==> src/sv/lgwu_pkg.sv <==
package lgwu_pkg;

   localparam int MaxNeurons     = 16;
   localparam int MaxConnections = 64;
   localparam int NeuronBits     = 4;
   localparam int ConnBits       = 6;
   localparam int StoreDepth     = MaxNeurons * MaxConnections;
   localparam int StoreBits      = NeuronBits + ConnBits;

   typedef enum logic [2:0] {
      MODE_LOAD  = 3'd0,
      MODE_ERROR = 3'd1,
      MODE_WRITE = 3'd2,
      MODE_READ  = 3'd3,
      MODE_CLEAR = 3'd4
   } mode_type;

   typedef enum logic [2:0] {
      CSR_LR     = 3'd0,
      CSR_DECAY  = 3'd1,
      CSR_DAMP   = 3'd2,
      CSR_MOM    = 3'd3,
      CSR_NEUR   = 3'd4,
      CSR_CONN   = 3'd5
   } csr_type;

   typedef enum logic [2:0] {
      ST_IDLE,
      ST_READ,
      ST_ROW,
      ST_CLEAR,
      ST_DONE
   } state_type;

   // Operands handed from the sequencer into the cell row.
   typedef struct packed {
      logic               valid;
      logic               momentum;
      logic [StoreBits-1:0] addr;
      logic signed [15:0] act;
      logic signed [15:0] err;
      logic [15:0]        lr;
      logic [15:0]        decay;
      logic [15:0]        damp;
   } cell_ctl_type;

   function automatic logic signed [15:0] sat16(input logic signed [47:0] x);
      if (x > 48'sd32767) begin
         return 16'sh7fff;
      end else if (x < -48'sd32768) begin
         return -16'sh8000;
      end
      return x[15:0];
   endfunction

endpackage

==> src/sv/lgwu_cell.sv <==
// One stage of the update row. Stage 0 forms the activation-error and the decay or
// damping products, stage 1 scales by the learning rate, stage 2 sums and rounds,
// stage 3 saturates for the write-back. Each cell hands its operands on every cycle.
module lgwu_cell
   import lgwu_pkg::*;
(
   input  logic          clock,
   input  logic          reset,
   input  logic [1:0]    stage,
   input  cell_ctl_type  ctl_in,
   input  logic signed [47:0] acc_a_in,
   input  logic signed [47:0] acc_b_in,
   input  logic signed [15:0] w_in,
   input  logic signed [15:0] v_in,
   output cell_ctl_type  ctl_out,
   output logic signed [47:0] acc_a_out,
   output logic signed [47:0] acc_b_out,
   output logic signed [15:0] w_out,
   output logic signed [15:0] v_out
);
   cell_ctl_type       ctl_ff;
   logic signed [47:0] a_ff, a_in, b_ff, b_in;
   logic signed [15:0] w_ff, w_in2, v_ff, v_in2;
   logic signed [32:0] ae;
   logic signed [47:0] t;
   logic signed [47:0] r;

   always_comb begin
      a_in  = acc_a_in;
      b_in  = acc_b_in;
      w_in2 = w_in;
      v_in2 = v_in;
      ae    = '0;
      t     = '0;
      r     = '0;
      case (stage)
         2'd0: begin
            // activation times error, and the decay or damping product
            ae = 33'(ctl_in.act * ctl_in.err);
            a_in = 48'(ae);
            if (ctl_in.momentum) begin
               b_in = 48'($signed({1'b0, ctl_in.damp}) * v_in);
            end else begin
               b_in = 48'($signed({1'b0, ctl_in.decay}) * w_in);
            end
         end
         2'd1: begin
            // lr * (a*e); the old product is kept in b.
            a_in = 48'($signed(acc_a_in[31:0]) * $signed({1'b0, ctl_in.lr}));
         end
         2'd2: begin
            if (ctl_in.momentum) begin
               t = (acc_b_in <<< 12) - acc_a_in;
            end else begin
               t = (48'(w_in) <<< 28) - acc_a_in - (acc_b_in <<< 12);
            end
            r = (t + 48'sd134217728) >>> 28;
            a_in = r;
         end
         default: begin
            if (ctl_in.momentum) begin
               v_in2 = sat16(acc_a_in);
               w_in2 = sat16(48'(w_in) + 48'(sat16(acc_a_in)));
            end else begin
               w_in2 = sat16(acc_a_in);
            end
         end
      endcase
   end

   always_ff @(posedge clock) begin
      if (reset) begin
         ctl_ff.valid <= 1'b0;
      end else begin
         ctl_ff <= ctl_in;
      end
      a_ff <= a_in;
      b_ff <= b_in;
      w_ff <= w_in2;
      v_ff <= v_in2;
   end

   assign ctl_out   = ctl_ff;
   assign acc_a_out = a_ff;
   assign acc_b_out = b_ff;
   assign w_out     = w_ff;
   assign v_out     = v_ff;
endmodule

==> config.mk <==
export PLATFORM = sky130hd
export DESIGN_NAME = lgwu_cell
export DESIGN_NICKNAME = d
export VERILOG_FILES = /design/src/sv/lgwu_pkg.sv /design/src/sv/lgwu_cell.sv
export SDC_FILE = /design/constraint.sdc
export NUM_CORES = 2
export LEC_CHECK = 0
export ABC_AREA = 1
export BUFFER_PORTS_ARGS = -buffer_cell sky130_fd_sc_hd__buf_2
export CORE_ASPECT_RATIO = 1.5
export CORE_MARGIN = 3
export CORE_UTILIZATION = 55
export DETAILED_ROUTE_END_ITERATION = 6
export GPL_TIMING_DRIVEN = 0
export PLACE_DENSITY = 0.74
export SETUP_SLACK_MARGIN = 0.05
export SYNTH_ARGS = -nofsm -noshare
export SYNTH_HDL_FRONTEND = slang
export SYNTH_SLANG_ARGS = --single-unit
==> constraint.sdc <==
create_clock -name clock -period 12.8 [get_ports clock]
set_input_delay 0.64 -clock clock [delete_from_list [all_inputs] [get_ports clock]]
set_output_delay 0.64 -clock clock [all_outputs]
set_load 0.01 [all_outputs]
==> results.md <==
- CTS tree: yes
- Hold Buf Count CTS: 0
- First-pass GRT wire length: between 300 and 400 mm
- Status: complete, no violations
- Fraction of registers with async set or reset after synthesis: 0
- DP HPWL: approximately 220 mm
- Mapped cell area: ~64000 um^2
- Critical path type: in -> reg
- Clock Sinks: 220
- Fill count: 10920
- Clock root buffer: clkbuf_16
- Pin count of the biggest net entering global routing: 49
- Crit. End Element: flop
- Area share of the largest cell type after synthesis: 0.364
- Post-layout min period: around 8.3 ns
- Final nets: about 11000
- Vias in the first global route: about 60000
- Worst slew pin tran: 1.41 ns
- Final Max Tran Viols: 0
- Data arrival, critical path: around 8.7 ns
- Post-CTS Resized: 0
- Initial DRC Count: between 4000 and 5000
- Antenna violations before repair: 16
- Post-synth top area cell: fa_1
- CTS buffer count: 25
- Slew headroom: 0.0587
- Final Wtd Congestion: roughly 1.1
- Synth Register Bits: 220
- Fmax: between 100 and 150 MHz
- Total number of vias: roughly 58000
- Post-route ant nets: 0
- Chip Width: about 280 um
- Post-synth EDFFs: 91
- Hold_sp: ctl_in[89]
- Setup violations, final: 0
- Final WL: 252 mm
- Syn Nets: ~11000
- CORE AREA: 114000 um^2
- Gr usage total: 0.423
- Post-synthesis average cell area: ~7.4 um^2
- Starting Density: 0.555
- Ys Warns: 0
- Vias per std cell: between 5 and 6
- CP required: between 10 and 15 ns
- Final Hold Viols: 0
- Worst-path clk slew: around 0.090 ns
- Global route overflow: 0
- Critical path launch point type: primary input
- Hold Crit Endpoint: ctl_out[89]
- Worst Path Max Fanout: 10
- Most common cell after layout, fill and taps aside: inv_1
- Setup TNS: 0 ns
- CTS H-tree lvls: 1
- Multi-input gate area: roughly 48000 um^2
- Distinct cells, synth: 57
- Synth top area cells: fa_1, inv_1, nand2_1
- RSZ-0062 raised after global routing: false
- Port Buf Inserts: a little over 400
- Hold WC Path Type: in -> reg
- Synth Flop Type: dfxtp_1
- Hold Path Depth: 1
- Drt first pass iters: 6
- Average wire per cell in the routed design: between 20 and 25 um
- Final Cycle Share: 0.648
- Post-synthesis cell count: between 8000 and 9000
- FP Rows: between 150 and 200
- Post-route DRC: 0
- Max-cap check violation count: 0
- Register area: between 5000 and 6000 um^2
- Max Buffers Root-to-Sink: 3
- Seq/Total Area, Yosys: 0.0837
- # IOs: ~440
- Ratio of cells with drive above 1 in the final layout: 0.0690
- DIE AREA: 120000 um^2
- Setup Buffers After CTS: 0
- Synth-to-Final Area Change: 7.65%
- Die Y: between 400 and 500 um
- Commonest non-fill, non-tap cells in the layout: inv_1, nand2_1, fa_1
## Yosys cell counts, types with 33 or more instances
| cell type | instances |
|---|---|
| nand4_1 | 91 |
| ha_1 | 581 |
| clkbuf_1 | 254 |
| nor2_1 | 337 |
| nand2_1 | 2218 |
| xnor2_1 | 38 |
| or2_2 | 58 |
| a21oi_1 | 325 |
| o21ai_0 | 264 |
| nand3_1 | 220 |
| a31oi_1 | 63 |
| dfxtp_1 | 129 |
| inv_1 | 2434 |
| nor3_1 | 33 |
| edfxtp_1 | 91 |
| fa_1 | 1154 |
## metal layers
layer,track usage,wire length [um]
met3,0.0869,21300
met1,0.449,82700
met2,0.705,118000
met4,0.390,29900
met5,0,57
## cells by family (layout without fill, tap and decap cells)
kind of cell,after synthesis,count (layout),synth area share
adder cells (fa/ha/maj),1735,1735,0.478
AND/OR/NAND/NOR,3061,3061,0.198
AO/OA/AOI/OAI,771,771,0.0668
buffers and inverters,2756,3209,0.164
XOR/XNOR,68,68,0.00937
flip-flops,220,220,0.0837
other,0,10,0
## worst max-delay path by stage
stage | start | cells past startpoint | endpoint
global route | acc_a_in[7] | 27 | acc_a_out[41]
finish | acc_a_in[7] | 27 | acc_a_out[46]
floorplan | v_in[1] | 28 | acc_b_out[28]
CTS | acc_a_in[7] | 27 | acc_a_out[46]
global placement | acc_a_in[7] | 28 | acc_a_out[47]
detailed placement | acc_a_in[7] | 27 | acc_a_out[46]
## registers in the layout (all words and copies together), names as in the netlist
register   count
acc_a_out     48
acc_b_out     48
ctl_out       92
v_out         16
w_out         16
## layout make-up
class                   instances  share of cell area
diodes                         10            0.000366
plain buffers                 310              0.0179
clock buffers                  31              0.0104
clock inverters                15             0.00196
inverters                    2446               0.134
multi-input cells            5635               0.699
flip-flops and latches        220              0.0777
well taps                    1540              0.0282
repair buffers                407              0.0301
## metrics by stage
stage               setup slack (ns)  instance area (um^2)  utilization  hold slack [ns]  std cells
floorplan                       6.42                 63500            -            0.711       8611
global placement                4.00                 67500        0.589            0.809      10557
detailed placement              4.01                 67500        0.590            0.818      10558
CTS                             4.65                 68400        0.597            0.115      10604
global route                    4.33                 68400        0.597            0.131      10604
finish                          4.51                 68400        0.597            0.147      10614
## critical path: stages
cell      delay (ns)
buf_2           0.09
clkbuf_1        0.91
buf_1           0.94
nand2_1         0.20
fa_1            0.59
inv_1           0.06
fa_1            0.50
inv_1           0.06
fa_1            0.54
inv_1           0.05
fa_1            0.50
fa_1            0.50
inv_1           0.05
fa_1            0.48
inv_1           0.04
ha_1            0.42
a21oi_1         0.21
inv_1           0.15
a21oi_1         0.28
o21ai_0         0.12
o21ai_0         0.19
nand3_1         0.26
nand3_1         0.15
o211ai_1        0.11
or2_2           0.28
nand3_1         0.09
nand4_1         0.26
Power is not shown: default switching activity piles up to over one toggle a cycle in this logic, so the estimate is an artifact.
